--- config.mk ---
export PLATFORM = sky130hd
export DESIGN_NAME = json_string_unescaper
export DESIGN_NICKNAME = d
export VERILOG_FILES = /design/src/hw/rtl/jsu_pkg.sv /design/src/hw/rtl/jsu_decode.sv /design/src/hw/rtl/jsu_out_fifo.sv /design/src/hw/rtl/json_string_unescaper.sv
export SDC_FILE = /design/constraint.sdc
export NUM_CORES = 1
export LEC_CHECK = 0
export ABC_CLOCK_PERIOD_IN_PS = 4400
export BUFFER_PORTS_ARGS = -buffer_cell sky130_fd_sc_hd__buf_2
export CAP_MARGIN = 20
export CORE_MARGIN = 3
export CORE_UTILIZATION = 63
export DETAILED_ROUTE_END_ITERATION = 16
export HOLD_SLACK_MARGIN = 0.1
export PLACE_DENSITY = 0.81
export REMOVE_ABC_BUFFERS = 1
export SYNTH_ARGS = -nofsm -noshare
export SYNTH_HDL_FRONTEND = slang
export SYNTH_SLANG_ARGS = --single-unit
--- constraint.sdc ---
create_clock -name clk -period 4.4 [get_ports clk]
set_input_delay 0.22 -clock clk [delete_from_list [all_inputs] [get_ports clk]]
set_output_delay 0.22 -clock clk [all_outputs]
set_load 0.05 [all_outputs]
--- src/hw/rtl/jsu_pkg.sv ---
// Shared types, codes and helper functions for the JSON string unescaper.
package jsu_pkg;

	// Decoder phase
	typedef enum logic [1:0] {
		PH_IDLE = 2'd0,
		PH_STR  = 2'd1,
		PH_ESC  = 2'd2,
		PH_HEX  = 2'd3
	} jsu_phase_t;

	// Result status codes
	localparam logic [1:0] ST_BYTE = 2'd0;
	localparam logic [1:0] ST_DONE = 2'd1;
	localparam logic [1:0] ST_ERR  = 2'd2;

	// Characters of interest
	localparam logic [7:0] CH_QUOTE  = 8'h22;
	localparam logic [7:0] CH_BSLASH = 8'h5C;
	localparam logic [7:0] CH_SLASH  = 8'h2F;
	localparam logic [7:0] CH_SPACE  = 8'h20;

	// Output queue geometry
	localparam int unsigned OutDepth = 8;
	localparam int unsigned OutPtrW  = $clog2(OutDepth);
	localparam int unsigned OutCntW  = $clog2(OutDepth + 1);
	localparam int unsigned MaxRes   = 3;

	// One result
	typedef struct packed {
		logic [7:0] data;
		logic [1:0] status;
		logic       last;
	} jsu_item_t;

	// All results of one request
	typedef struct packed {
		logic [1:0]            count;
		jsu_item_t [MaxRes-1:0] item;
	} jsu_res_t;

	// Hex digit: {valid, value}
	function automatic logic [4:0] hex_nib(input logic [7:0] c);
		logic [4:0] r;
		r = 5'd0;
		if (c >= 8'h30 && c <= 8'h39) begin
			r = {1'b1, 4'(c - 8'h30)};
		end else if (c >= 8'h41 && c <= 8'h46) begin
			r = {1'b1, 4'(c - 8'h37)};
		end else if (c >= 8'h61 && c <= 8'h66) begin
			r = {1'b1, 4'(c - 8'h57)};
		end
		return r;
	endfunction

	// Whitespace skipped while idle
	function automatic logic is_ws(input logic [7:0] c);
		return (c == CH_SPACE) || (c >= 8'h09 && c <= 8'h0D);
	endfunction

endpackage

--- src/hw/rtl/jsu_decode.sv ---
// Decoder: phase and \u accumulator registers plus the per-request decode logic.
module jsu_decode import jsu_pkg::*; (
	input  logic       clk,
	input  logic       arst_n,
	input  logic       fire,
	input  logic [7:0] in_byte_s1,
	input  logic       eoi_s1,
	output jsu_res_t   res
);

	jsu_phase_t  phase_q, phase_d;
	logic [1:0]  digits_q, digits_d;
	logic [11:0] acc_q, acc_d;
	logic [4:0]  nib;
	logic [15:0] cp;
	logic [7:0]  esc_val;
	logic        esc_ok;

	// State registers
	always_ff @(posedge clk or negedge arst_n) begin
		if (!arst_n) begin
			phase_q  <= PH_IDLE;
			digits_q <= 2'd0;
			acc_q    <= 12'd0;
		end else if (fire) begin
			phase_q  <= phase_d;
			digits_q <= digits_d;
			acc_q    <= acc_d;
		end
	end

	assign nib = hex_nib(in_byte_s1);
	assign cp  = {acc_q, nib[3:0]};

	// Simple escape letters
	always_comb begin
		esc_ok  = 1'b1;
		esc_val = 8'h00;
		unique case (in_byte_s1)
			CH_QUOTE:  esc_val = CH_QUOTE;
			CH_BSLASH: esc_val = CH_BSLASH;
			CH_SLASH:  esc_val = CH_SLASH;
			8'h62:     esc_val = 8'h08;
			8'h66:     esc_val = 8'h0C;
			8'h6E:     esc_val = 8'h0A;
			8'h72:     esc_val = 8'h0D;
			8'h74:     esc_val = 8'h09;
			default:   esc_ok  = 1'b0;
		endcase
	end

	// Next state and results
	always_comb begin
		logic err;
		err      = 1'b0;
		phase_d  = phase_q;
		digits_d = digits_q;
		acc_d    = acc_q;
		res      = '0;
		unique case (phase_q)
			PH_IDLE: begin
				if (!eoi_s1 && !is_ws(in_byte_s1)) begin
					if (in_byte_s1 == CH_QUOTE) phase_d = PH_STR;
					else err = 1'b1;
				end
			end
			PH_STR: begin
				if (eoi_s1 || in_byte_s1 < CH_SPACE) begin
					err = 1'b1;
				end else if (in_byte_s1 == CH_QUOTE) begin
					phase_d = PH_IDLE;
					res.count = 2'd1;
					res.item[0] = '{data: 8'h00, status: ST_DONE, last: 1'b1};
				end else if (in_byte_s1 == CH_BSLASH) begin
					phase_d = PH_ESC;
				end else begin
					res.count = 2'd1;
					res.item[0] = '{data: in_byte_s1, status: ST_BYTE, last: 1'b1};
				end
			end
			PH_ESC: begin
				if (eoi_s1) begin
					err = 1'b1;
				end else if (in_byte_s1 == 8'h75) begin
					phase_d  = PH_HEX;
					digits_d = 2'd0;
					acc_d    = 12'd0;
				end else if (esc_ok) begin
					phase_d = PH_STR;
					res.count = 2'd1;
					res.item[0] = '{data: esc_val, status: ST_BYTE, last: 1'b1};
				end else begin
					err = 1'b1;
				end
			end
			PH_HEX: begin
				if (eoi_s1 || !nib[4]) begin
					err = 1'b1;
				end else if (digits_q != 2'd3) begin
					acc_d    = {acc_q[7:0], nib[3:0]};
					digits_d = digits_q + 2'd1;
				end else begin
					phase_d  = PH_STR;
					digits_d = 2'd0;
					acc_d    = 12'd0;
					// UTF-8 encode of the code point
					if (cp[15:7] == 9'd0) begin
						res.count = 2'd1;
						res.item[0] = '{data: {1'b0, cp[6:0]}, status: ST_BYTE, last: 1'b1};
					end else if (cp[15:11] == 5'd0) begin
						res.count = 2'd2;
						res.item[0] = '{data: {3'b110, cp[10:6]}, status: ST_BYTE,
							last: 1'b0};
						res.item[1] = '{data: {2'b10, cp[5:0]}, status: ST_BYTE, last: 1'b1};
					end else begin
						res.count = 2'd3;
						res.item[0] = '{data: {4'b1110, cp[15:12]}, status: ST_BYTE,
							last: 1'b0};
						res.item[1] = '{data: {2'b10, cp[11:6]}, status: ST_BYTE,
							last: 1'b0};
						res.item[2] = '{data: {2'b10, cp[5:0]}, status: ST_BYTE, last: 1'b1};
					end
				end
			end
			default: err = 1'b1;
		endcase
		// Any malformed input ends the string
		if (err) begin
			phase_d  = PH_IDLE;
			digits_d = 2'd0;
			acc_d    = 12'd0;
			res      = '0;
			res.count = 2'd1;
			res.item[0] = '{data: 8'h00, status: ST_ERR, last: 1'b1};
		end
	end

endmodule

--- src/hw/rtl/jsu_out_fifo.sv ---
// Output queue: takes up to three results per cycle, hands out one per cycle unless out_stall holds it.
module jsu_out_fifo import jsu_pkg::*; (
	input  logic       clk,
	input  logic       arst_n,
	input  logic       push,
	input  jsu_res_t   res,
	output logic       room,
	output logic       out_valid,
	input  logic       out_stall,
	output jsu_item_t  out_item
);

	jsu_item_t            mem_q [OutDepth];
	logic [OutPtrW-1:0]   wr_ptr_q, rd_ptr_q;
	logic [OutCntW-1:0]   cnt_q;
	logic [1:0]           n_push;
	logic                 pop;

	assign n_push    = push ? res.count : 2'd0;
	assign out_valid = (cnt_q != '0);
	assign pop       = out_valid && !out_stall;
	assign out_item  = mem_q[rd_ptr_q];
	// Room for a full request of results
	assign room      = (cnt_q <= OutCntW'(OutDepth - MaxRes));

	// Storage
	always_ff @(posedge clk) begin
		for (int k = 0; k < MaxRes; k++) begin
			if (2'(k) < n_push) mem_q[wr_ptr_q + OutPtrW'(k)] <= res.item[k];
		end
	end

	// Pointers and fill count
	always_ff @(posedge clk or negedge arst_n) begin
		if (!arst_n) begin
			wr_ptr_q <= '0;
			rd_ptr_q <= '0;
			cnt_q    <= '0;
		end else begin
			wr_ptr_q <= wr_ptr_q + OutPtrW'(n_push);
			if (pop) rd_ptr_q <= rd_ptr_q + OutPtrW'(1);
			cnt_q <= cnt_q + OutCntW'(n_push) - OutCntW'(pop);
		end
	end

endmodule

--- src/hw/rtl/json_string_unescaper.sv ---
// JSON string unescaper top level: input register, decoder and output queue.
//
// Takes one text byte per cycle unless stalled and decodes quoted JSON strings
// into content bytes (escapes resolved, \uXXXX written as UTF-8), then a done or
// an error result. A request is registered and decoded; its one to three results
// go into an eight-entry queue that drains one result per unstalled cycle.
// Sustained rate is one request per cycle while each request gives at most one
// result and output is not stalled; the single output port sets the limit, so a
// \u escape that yields three bytes needs three outputs, spread over its six
// input bytes. Input stalls only when the queue lacks room for three results.
module json_string_unescaper import jsu_pkg::*; (
	input  logic       clk,
	input  logic       arst_n,
	input  logic       in_valid,
	output logic       in_stall,
	input  logic [7:0] in_byte,
	input  logic       end_of_input,
	output logic       out_valid,
	input  logic       out_stall,
	output logic [7:0] out_byte,
	output logic [1:0] status,
	output logic       last
);

	logic       valid_s1;
	logic [7:0] byte_s1;
	logic       eoi_s1;
	logic       room;
	logic       fire;
	jsu_res_t   res;
	jsu_item_t  item;

	assign fire     = valid_s1 && room;
	assign in_stall = valid_s1 && !room;

	// Input register
	always_ff @(posedge clk or negedge arst_n) begin
		if (!arst_n) begin
			valid_s1 <= 1'b0;
		end else if (!in_stall) begin
			valid_s1 <= in_valid;
		end
	end

	always_ff @(posedge clk) begin
		if (in_valid && !in_stall) begin
			byte_s1 <= in_byte;
			eoi_s1  <= end_of_input;
		end
	end

	jsu_decode u_decode (
		.clk        (clk),
		.arst_n     (arst_n),
		.fire       (fire),
		.in_byte_s1 (byte_s1),
		.eoi_s1     (eoi_s1),
		.res        (res)
	);

	jsu_out_fifo u_out_fifo (
		.clk       (clk),
		.arst_n    (arst_n),
		.push      (fire),
		.res       (res),
		.room      (room),
		.out_valid (out_valid),
		.out_stall (out_stall),
		.out_item  (item)
	);

	assign out_byte = item.data;
	assign status   = item.status;
	assign last     = item.last;

endmodule

==> results of run 1 <==
==> area by class of cell <==
cell class | instances | area, um^2 | area share (%)
Timing Repair Buffer | 59 | 408 | 4.66
Tap cell | 143 | 179 | 2.05
Inverter | 34 | 128 | 1.46
Multi-Input combinational cell | 538 | 4100 | 46.9
Clock buffer | 28 | 561 | 6.41
Sequential cell | 124 | 3350 | 38.3
Clock inverter | 4 | 21.3 | 0.243
==> critical path, cell delays in order (launching register included) <==
cell      delay [ns]
edfxtp_1        0.50
inv_1           0.17
ha_1            0.22
or3b_1          0.42
and3_2          0.27
o21ai_2         0.46
nor2_1          0.26
nand2_2         0.52
buf_4           0.25
a21boi_4        0.12
or3_1           0.54
==> final timing paths <==
path	end	slack [ns]	cells after the start
min in group asynchronous	u_decode.acc_q[4]$_DFFE_PN0P_	0.34	2
min reg2reg	u_out_fifo.mem_q[3][2]$_SDFFE_PP0P_	0.50	2
max reg2reg	u_out_fifo.mem_q[1][5]$_DFFE_PP_	0.31	10
max	u_out_fifo.mem_q[1][5]$_DFFE_PP_	0.31	10
max in group asynchronous	u_decode.acc_q[10]$_DFFE_PN0P_	3.65	2
min	u_out_fifo.rd_ptr_q[2]$_DFFE_PN0P_	0.13	4
==> state kept, by name, indices dropped and copies added, names as in the netlist <==
| register | flops |
|---|---|
| u_out_fifo.cnt_q | 4 |
| u_out_fifo.rd_ptr_q | 3 |
| eoi_s1 | 1 |
| u_decode.digits_q | 2 |
| byte_s1 | 8 |
| u_out_fifo.mem_q | 88 |
| valid_s1 | 1 |
| u_decode.acc_q | 12 |
| u_decode.phase_q | 2 |
| u_out_fifo.wr_ptr_q | 3 |
==> what timing repair did <==
item / in CTS / in global routing
endpoints found under the hold margin: 37 / 0
endpoints found under the setup margin: 0 / 48
gates resized for setup: 0 / 3
hold buffers: 11 / 0
==> cell families after synthesis <==
kind of cell	Yosys count
AO/OA/AOI/OAI	215
XOR/XNOR	8
AND/OR/NAND/NOR	229
buffers and inverters	71
adder cells (fa/ha/maj)	23
flip-flops	124
multiplexers	63
==> layout by cell type, fill, tap and decap left out, types with 4 or more instances in the layout <==
cell | netlist | routed
a221o_1 | 8 | 8
a21boi_4 | 4 | 4
and2_1 | 4 | 4
nor3_1 | 12 | 12
nor2_1 | 60 | 60
a22oi_1 | 23 | 23
nor2b_1 | 10 | 10
nor4_1 | 4 | 4
dfrtp_1 | 27 | 27
buf_4 | 0 | 23
o21ai_0 | 12 | 12
a221oi_1 | 29 | 29
clkbuf_16 | 0 | 20
nand2b_1 | 6 | 6
o21ai_1 | 20 | 20
a21oi_4 | 5 | 5
nand2_1 | 47 | 47
xnor2_1 | 4 | 4
ha_1 | 21 | 21
dfxtp_1 | 24 | 24
nand3_1 | 39 | 39
clkbuf_1 | 15 | 5
mux2_2 | 13 | 13
buf_2 | 16 | 25
or2_2 | 8 | 8
edfxtp_1 | 73 | 73
inv_1 | 34 | 34
or3_1 | 9 | 9
dlygate4sd3_1 | 0 | 11
a21oi_1 | 73 | 72
mux2i_1 | 28 | 28
mux4_2 | 22 | 22
nand4_1 | 4 | 4
xor2_1 | 4 | 4
==> stage by stage <==
step	area [um^2]	total power (W)	std cells
after detailed placement	8040	0.00378	887
after floorplan	7560	0.00318	696
after global routing	8740	0.00543	930
after CTS	8730	0.00516	930
after global placement	8040	0.00371	887
final	8740	0.00519	930
==> metal layers <==
layer	vias to the layer above	track usage (%)
met5	-	0
met4	0	11.5
met3	78	9.15
met2	448	52.9
met1	3209	46.1
li1	2907	-
==> synthesized netlist by cell type (all sizes together) (8+ instances only) <==
library cell  count  area [um^2]
nand2            48          183
mux4             22          495
nand3            39          195
o21ai            35          186
or3               9         56.3
inv              34          128
ha               21          263
nor2             62          238
or2               9         56.3
a221oi           29          254
clkbuf           16         61.3
edfxtp           73         2190
a21oi            79          455
dfxtp            24          480
buf              21          123
dfrtp            27          676
mux2i            28          280
nor2b            10         62.6
a22oi            23          173
nor3             14         80.1
mux2             13          146
a221o             8         80.1
==> power groups by stage <==
stage	clock network, W	logic [W]	registers (W)
after floorplan	0	0.00152	0.00166
after global placement	0	0.00207	0.00164
after detailed placement	0	0.00213	0.00165
after CTS	0.00137	0.00215	0.00163
after global routing	0.00142	0.00235	0.00166
final	0.00137	0.00217	0.00164
==> results.py, run 1 <==
metrics = {
    "drt": {
        "via_per_inst": 7.14,
        "met1_length_um": 8770,
        "top_layer": "met4",
        "wl_um": 21800,
        "drtIter0Drc": 1057,
        "dr_wl_met3_um": 2340,
        "drt_first_pass_iters": 6,
        "ant_nets": 0,
        "post-route-drc-count": 0,
        "vias": 6642,
        "wl_per_cell_um": 23.5,
        "met2_length_um": 10100,
    },
    "critical_path": {
        "crit_path_end_kind": "flop",
        "crit_fanout": 16,
        "critPathKind": "reg -> reg",
        "startpoint_type": "flop",
        "worstSetupStartpoint": "byte_s1[0]$_DFFE_PP_",
        "critPathRequiredTime_ns": 4.51,
        "cp.arrival_ns": 4.20,
        "r2r-start": "byte_s1[0]$_DFFE_PP_",
    },
    "timing": {
        "worst_slack_ns": 0.311,
        "fmax_ghz": 0.245,
        "setup-tns-final_ns": 0,
        "drv_slew": 0,
        "timing.final.crit_period_ns": 4.09,
        "fin_skew_ns": 0.0110,
        "worst_pin_slew_ns": 1.03,
        "setup-violations-final": 0,
        "fin_crit_sh_pct": 92.9,
        "rsz0062_at_grt": "false",
        "holdWs_ns": 0.132,
        "finalHoldViolCount": 0,
        "slew_headroom_pct": 31.3,
    },
    "power": {
        "clockPowerShare_pct": 26.4,
        "power_density_mw_per_mm2": 593,
        "intPower_w": 0.00306,
        "switching_share_pct": 40.9,
        "p_switching_w": 0.00212,
        "combPwrFrac_pct": 41.9,
        "p_seq_share_pct": 31.7,
        "ir_worst_vdd_mv": 0.614,
        "leakage_nw": 3.27,
    },
    "clocking": {
        "clk_pin_slew_ns": 0.06,
        "cts_setup_buffers": 0,
        "cts_buffer_depth": 2,
        "clk_latency_ns": 0.43,
        "root_buffer": "clkbuf_16",
        "h-tree-depth": 4,
        "clock-sinks": 124,
        "cts_tree": "done",
        "numCtsBuffers": 17,
    },
    "layout": {
        "final_util_pct": 74.7,
        "num_antenna_cells": 0,
        "drive_above_1_share_pct": 19.2,
        "fin_nets": 810,
        "area_growth_pct": 12.9,
        "fillers": 831,
    },
    "yosys": {
        "synth_fa_ha_area_share_pct": 3.91,
        "synthCells": 733,
        "synth_edf_count": 73,
        "synth_area_mm2": 0.00774,
        "synth_compound_area_share_pct": 20.6,
        "yosysSeqAreaShare_pct": 43.2,
        "synth_ff_type": "edfxtp_1",
        "synth_warnings": 0,
        "synthXorXnorAreaFrac_pct": 0.905,
        "ys_types": 82,
        "syn_avg_cell_area_um2": 10.6,
        "yosys.area_share.simple_pct": 15.4,
        "synth_top_family_by_area": "compound AO/OA/AOI/OAI gates",
        "muxShareOfSynthArea_pct": 11.9,
        "ys_async_sr_fraction_pct": 21.8,
        "synth_seq_cells": 124,
    },
    "global_routing": {
        "antenna_found_initial": 0,
        "grt_pass1_vias": 6339,
        "grt_use_total_pct": 33.9,
        "grt_max_degree": 29,
        "gr-total-overflow": 0,
        "grt_pass1_wl_um": 34700,
    },
    "die": {
        "design.core.area_mm2": 0.0117,
        "die_area_mm2": 0.0137,
        "start_util_pct": 66.1,
        "die_w_um": 117,
        "fp-row-count": 39,
        "pin_count": 26,
        "die-height_um": 117,
    },
    "worst_hold_path": {
        "min_path_type": "in -> reg",
        "hp-start": "out_stall",
    },
    "run": {
        "maxCapViolCount": 0,
    },
    "placement": {
        "hpwl_um": 15400,
        "gp_congestion": 1.05,
        "portBuffers": 25,
        "preCtsSetupSlack_ns": 0.250,
    },
    "status": {
        "status": "finished, final reports clean",
    },
}
Note: power is estimated with default switching activity, not from simulation.
==> inputs of run 2 (changes only) <==
Settings changed: GPL_TIMING_DRIVEN set to 0.
==> results.py, run 2 (same netlist as run 1, synthesis figures left out) <==
metrics = {
    "layout": {
        "multi_input_area_mm2": 0.00416,
        "fillers": 803,
        "fin_nets": 802,
        "layout_common_cells": "edfxtp_1 (73), a21oi_1 (71), nor2_1 (59)",
        "num_antenna_cells": 0,
        "stdcell_area_mm2": 0.00879,
        "regArea_mm2": 0.00335,
        "largest_reg_flops": 88,
        "stdcell_count": 922,
        "regMostFlops": "u_out_fifo.mem_q",
        "drive_above_1_share_pct": 19.9,
        "layout_commonest_cell": "edfxtp_1",
        "reg_top3": "u_out_fifo.mem_q x88, u_decode.acc_q x12, byte_s1 x8",
        "area_growth_pct": 13.5,
    },
    "placement": {
        "dp.cells": 870,
        "gp_congestion": 0.958,
        "hpwl_um": 14800,
        "preCtsSetupSlack_ns": -0.541,
        "post_dp_cell_area_mm2": 0.00792,
        "portBuffers": 25,
    },
    "clocking": {
        "cts_tree": "done",
        "clk_latency_ns": 0.43,
        "clk_pin_slew_ns": 0.06,
        "h-tree-depth": 4,
        "numCtsBuffers": 17,
        "root_buffer": "clkbuf_16",
        "cts_buffer_depth": 2,
        "clock-sinks": 124,
    },
    "die": {
        "fp-row-count": 39,
        "die_w_um": 117,
        "die_area_mm2": 0.0137,
        "pin_count": 26,
        "die-height_um": 117,
        "start_util_pct": 66.1,
        "design.core.area_mm2": 0.0117,
    },
    "critical_path": {
        "startpoint_type": "flop",
        "critPathKind": "reg -> reg",
        "cp.arrival_ns": 4.34,
        "critPathSlowestCell": "o32ai_1",
        "critical_path.cell_chain": "inv_1, ha_1, or3b_1, and3_2, o32ai_1, a211o_2, o41ai_4, buf_4, buf_6, a21oi_4, or3_1",
        "crit_path_end_kind": "flop",
        "crit_fanout": 13,
        "slowest_delay_ns": 0.53,
        "critPathRequiredTime_ns": 4.48,
    },
    "power": {
        "p_seq_share_pct": 32.4,
        "leakage_nw": 3.23,
        "ir_worst_vdd_mv": 0.536,
        "combPwrFrac_pct": 41.1,
        "switching_share_pct": 41.0,
        "power_density_mw_per_mm2": 607,
        "clockPowerShare_pct": 26.5,
        "intPower_w": 0.00315,
        "p_total_w": 0.00534,
        "p_switching_w": 0.00219,
    },
    "drt": {
        "drtIter0Drc": 1172,
        "via_per_inst": 7.16,
        "met1_length_um": 8490,
        "dr_wl_met3_um": 2170,
        "post-route-drc-count": 0,
        "wl_per_cell_um": 23.4,
        "drt_first_pass_iters": 7,
        "vias": 6601,
        "top_layer": "met4",
        "ant_nets": 0,
        "met2_length_um": 10100,
        "wl_um": 21500,
    },
    "timing": {
        "finalHoldViolCount": 0,
        "fin_crit_sh_pct": 96.8,
        "slew_headroom_pct": 32.9,
        "worst_pin_slew_ns": 1.01,
        "setup-tns-final_ns": 0,
        "drv_slew": 0,
        "fmax_ghz": 0.235,
        "timing.final.crit_period_ns": 4.26,
        "setup-violations-final": 0,
        "fin_skew_ns": 0.00989,
        "worst_slack_ns": 0.142,
    },
    "run": {
        "maxCapViolCount": 0,
    },
    "global_routing": {
        "antenna_found_initial": 0,
        "gr-total-overflow": 0,
        "grt_pass1_wl_um": 33700,
        "grt_pass1_vias": 6408,
        "grt_use_total_pct": 32.2,
        "grt_max_degree": 29,
    },
    "status": {
        "status": "finished, final reports clean",
    },
    "worst_hold_path": {
        "min_path_type": "in -> reg",
    },
}
[run 2: worst paths after layout]
path,from,endpoint,slack [ns],depth (start not counted)
setup / recovery,byte_s1[1]$_DFFE_PP_,u_out_fifo.mem_q[2][6]$_DFFE_PP_,0.14,11
hold / removal,out_stall,u_out_fifo.rd_ptr_q[0]$_DFFE_PN0P_,0.14,3
setup reg to reg,byte_s1[1]$_DFFE_PP_,u_out_fifo.mem_q[2][6]$_DFFE_PP_,0.14,11
hold reg to reg,u_decode.digits_q[0]$_DFFE_PN0P_,u_decode.digits_q[0]$_DFFE_PN0P_,0.48,1
max in group asynchronous,arst_n,u_out_fifo.rd_ptr_q[0]$_DFFE_PN0P_,3.64,2
min in group asynchronous,arst_n,u_out_fifo.rd_ptr_q[0]$_DFFE_PN0P_,0.35,2
[run 2: critical path: cells and delay by family, from the launching register on]
kind / cells / cell delay, ns
AOI/OAI and AO/OA: 4 / 1.48
and+or+nand+nor: 3 / 1.14
buffers and inverters: 3 / 0.50
DFF: 1 / 0.52
adders and majority gates: 1 / 0.26
[run 2: what timing repair did]
| action | in CTS | in global routing |
|---|---|---|
| setup buffers | 0 | 6 |
| endpoints found under the hold margin | 37 | 0 |
| pin swaps | 1 | 2 |
| setup endpoints to repair | 110 | 114 |
| hold buffers | 11 | 0 |
| resized for setup | 3 | 9 |
[run 2: cell type report]
class,count,share of cell area (%)
repair buffers,51,4.26
clock inverters,14,1.92
flip-flops and latches,124,38.1
multi-input cells,538,47.3
well taps,143,2.04
clock buffers,18,4.88
inverters,34,1.45
[run 2: stage by stage]
stage	utilization (%)	hold slack, ns
after floorplan	-	-0.0756
after global placement	67.1	0.248
after detailed placement	67.7	0.249
after CTS	73.9	0.128
after global routing	75.1	0.150
final	75.1	0.136
[run 2: layer usage]
metal | global-route usage (%) | up-vias
li1 | - | 2890
met1 | 43.8 | 3156
met2 | 50.7 | 464
met3 | 7.04 | 91
met4 | 12.8 | 0
met5 | 0 | -
[run 2: power groups by stage]
stage | logic, W | registers [W] | clock network [W]
finish | 0.00219 | 0.00173 | 0.00141
global route | 0.00235 | 0.00176 | 0.00146
CTS | 0.00199 | 0.00175 | 0.00142
detailed placement | 0.00195 | 0.00178 | 0
global placement | 0.00187 | 0.00175 | 0
floorplan | 0.00152 | 0.00166 | 0
==> inputs of run 3 (changes only) <==
Settings changed: CELL_PAD_IN_SITES_DETAIL_PLACEMENT set to 0, CELL_PAD_IN_SITES_GLOBAL_PLACEMENT set to 1, CORE_UTILIZATION 63 to 51, PLACE_DENSITY 0.81 to unset, PLACE_DENSITY_LB_ADDON set to 0.1.
==> results.py, run 3 (same netlist as run 1, synthesis figures left out) <==
metrics = {
    "status": {
        "status": "finished, final reports clean",
    },
    "timing": {
        "worst_pin_slew_ns": 1.00,
        "fin_skew_ns": 0.0102,
        "fin_crit_sh_pct": 95.0,
        "rsz0062_at_grt": "false",
        "timing.final.crit_period_ns": 4.18,
        "finalHoldViolCount": 0,
        "drv_slew": 0,
        "slew_headroom_pct": 33.1,
        "setup-violations-final": 0,
        "holdWs_ns": 0.147,
        "fmax_ghz": 0.239,
    },
    "clocking": {
        "clock-sinks": 124,
        "cts_buffer_depth": 2,
        "numCtsBuffers": 17,
        "clk_pin_slew_ns": 0.06,
        "h-tree-depth": 4,
        "root_buffer": "clkbuf_16",
        "cts_tree": "done",
        "clk_latency_ns": 0.42,
    },
    "critical_path": {
        "cp.arrival_ns": 4.25,
        "reg2reg_depth": 9,
        "r2r_setup_slack_ns": 0.22,
        "critPathRequiredTime_ns": 4.46,
        "critPathKind": "reg -> reg",
        "slowest_delay_ns": 0.93,
        "startpoint_type": "flop",
        "crit_path_end_kind": "flop",
        "crit_fanout": 15,
        "r2r-start": "byte_s1[0]$_DFFE_PP_",
        "critical_path.cell_chain": "inv_1, ha_1, nand4_1, or3b_4, and3_4, a21oi_4, o21ai_2, a2111oi_4, or3_1",
        "r2r-end": "u_out_fifo.mem_q[1][0]$_DFFE_PP_",
        "critPathSlowestCell": "a2111oi_4",
    },
    "worst_hold_path": {
        "hp-start": "out_stall",
        "hold_path_end": "u_out_fifo.rd_ptr_q[0]$_DFFE_PN0P_",
        "min_delay_path_depth": 3,
        "min_path_type": "in -> reg",
    },
    "layout": {
        "largest_reg_flops": 88,
        "reg_top3": "u_out_fifo.mem_q x88, u_decode.acc_q x12, byte_s1 x8",
        "area_growth_pct": 14.9,
        "fin_nets": 807,
        "num_antenna_cells": 0,
        "layout_commonest_cell": "edfxtp_1",
        "stdcell_count": 968,
        "layout_common_cells": "edfxtp_1 (73), a21oi_1 (72), nor2_1 (58)",
        "regMostFlops": "u_out_fifo.mem_q",
        "drive_above_1_share_pct": 20.4,
    },
    "global_routing": {
        "gr-total-overflow": 0,
        "grt_use_total_pct": 26.9,
        "antenna_found_initial": 0,
        "grt_pass1_wl_um": 34400,
        "grt_pass1_vias": 6116,
        "grt_max_degree": 29,
    },
    "power": {
        "power_density_mw_per_mm2": 600,
        "intPower_w": 0.00319,
        "clockPowerShare_pct": 26.6,
        "leakage_nw": 3.28,
        "switching_share_pct": 40.2,
        "combPwrFrac_pct": 41.0,
        "p_switching_w": 0.00215,
        "ir_worst_vdd_mv": 0.490,
        "p_seq_share_pct": 32.4,
    },
    "die": {
        "pin_count": 26,
        "fp-row-count": 44,
        "die-height_um": 129,
        "design.core.area_mm2": 0.0147,
        "die_w_um": 129,
        "start_util_pct": 52.7,
        "die_area_mm2": 0.0167,
    },
    "drt": {
        "met1_length_um": 9220,
        "wl_um": 21600,
        "wl_per_cell_um": 22.3,
        "via_per_inst": 6.68,
        "met2_length_um": 10100,
        "ant_nets": 0,
        "dr_wl_met3_um": 1780,
        "vias": 6468,
        "drtIter0Drc": 931,
        "top_layer": "met4",
        "drt_first_pass_iters": 6,
        "post-route-drc-count": 0,
    },
    "placement": {
        "dp.cells": 914,
        "gp_congestion": 0.892,
        "hpwl_um": 15500,
        "portBuffers": 25,
    },
    "run": {
        "maxCapViolCount": 0,
    },
}
## run 3: cell types whose count changed in the layout (fill, tap and decap cells not counted), moves of 2 or more
cell,before,now
buf_4,10,12
buf_8,1,3
bufinv_16,3,0
clkbuf_1,1,4
clkbuf_16,17,20
clkbuf_8,0,6
clkinv_1,2,0
clkinv_4,3,1
clkinvlp_4,3,0
inv_6,2,0
nor2_2,2,4
## run 3: per-layer routing
layer / vias to the layer above / GRT usage [%]
met5: - / 0
met4: 0 / 8.28
met3: 53 / 4.91
met2: 358 / 42.2
met1: 3160 / 38.2
li1: 2897 / -
## run 3: how the worst max path moves through the flow
stage,start,end
after floorplan,byte_s1[0]$_DFFE_PP_,u_out_fifo.mem_q[0][0]$_DFFE_PP_
after global placement,byte_s1[0]$_DFFE_PP_,u_out_fifo.mem_q[1][4]$_DFFE_PP_
after detailed placement,byte_s1[0]$_DFFE_PP_,u_out_fifo.mem_q[2][7]$_DFFE_PP_
after CTS,byte_s1[0]$_DFFE_PP_,u_out_fifo.mem_q[0][7]$_DFFE_PP_
after global routing,byte_s1[0]$_DFFE_PP_,u_out_fifo.mem_q[1][7]$_DFFE_PP_
final,byte_s1[0]$_DFFE_PP_,u_out_fifo.mem_q[1][0]$_DFFE_PP_
## run 3: stage by stage
stage	worst slack [ns]	setup TNS, ns	util [%]	power (W)	cell area, um^2
after floorplan	0.170	0	-	0.00318	7560
final	0.218	0	60.5	0.00534	8900
after CTS	0.0163	0	59.7	0.00522	8780
after global routing	0.0170	0	60.5	0.00561	8900
after detailed placement	-0.567	-30.66	54.5	0.00377	8020
after global placement	-1.31	-113.77	53.8	0.00367	7920
## run 3: final cells by class
| class | instances | area [um^2] |
|---|---|---|
| clock buffers | 30 | 598 |
| clock inverters | 2 | 15.0 |
| fillers | 1217 | 5800 |
| inverters | 34 | 128 |
| multi-input cells | 538 | 4160 |
| flip-flops and latches | 124 | 3350 |
| well taps | 184 | 230 |
| repair buffers | 56 | 417 |
## run 3: worst max-delay path, delay by kind of cell, from the launching register on
family,cells,cell delay [ns]
buffers and inverters,1,0.19
DFF,1,0.52
adders and majority gates,1,0.28
and+or+nand+nor,4,1.33
AOI/OAI and AO/OA,3,1.47
## run 3: repair_timing
| item | in CTS | in global routing |
|---|---|---|
| endpoints found under the setup margin | 114 | 99 |
| pin swaps | 1 | 4 |
| endpoints found under the hold margin | 37 | 0 |
| cloned | 0 | 0 |
| gates resized for setup | 7 | 4 |
| setup buffers | 0 | 10 |
| hold buffers | 11 | 0 |
## run 3: power by group through the flow
| stage | combinational [W] | clock (W) | sequential [W] |
|---|---|---|---|
| floorplan | 0.00152 | 0 | 0.00166 |
| global placement | 0.00190 | 0 | 0.00177 |
| detailed placement | 0.00201 | 0 | 0.00175 |
| CTS | 0.00206 | 0.00143 | 0.00173 |
| global route | 0.00235 | 0.00149 | 0.00177 |
| finish | 0.00219 | 0.00142 | 0.00173 |
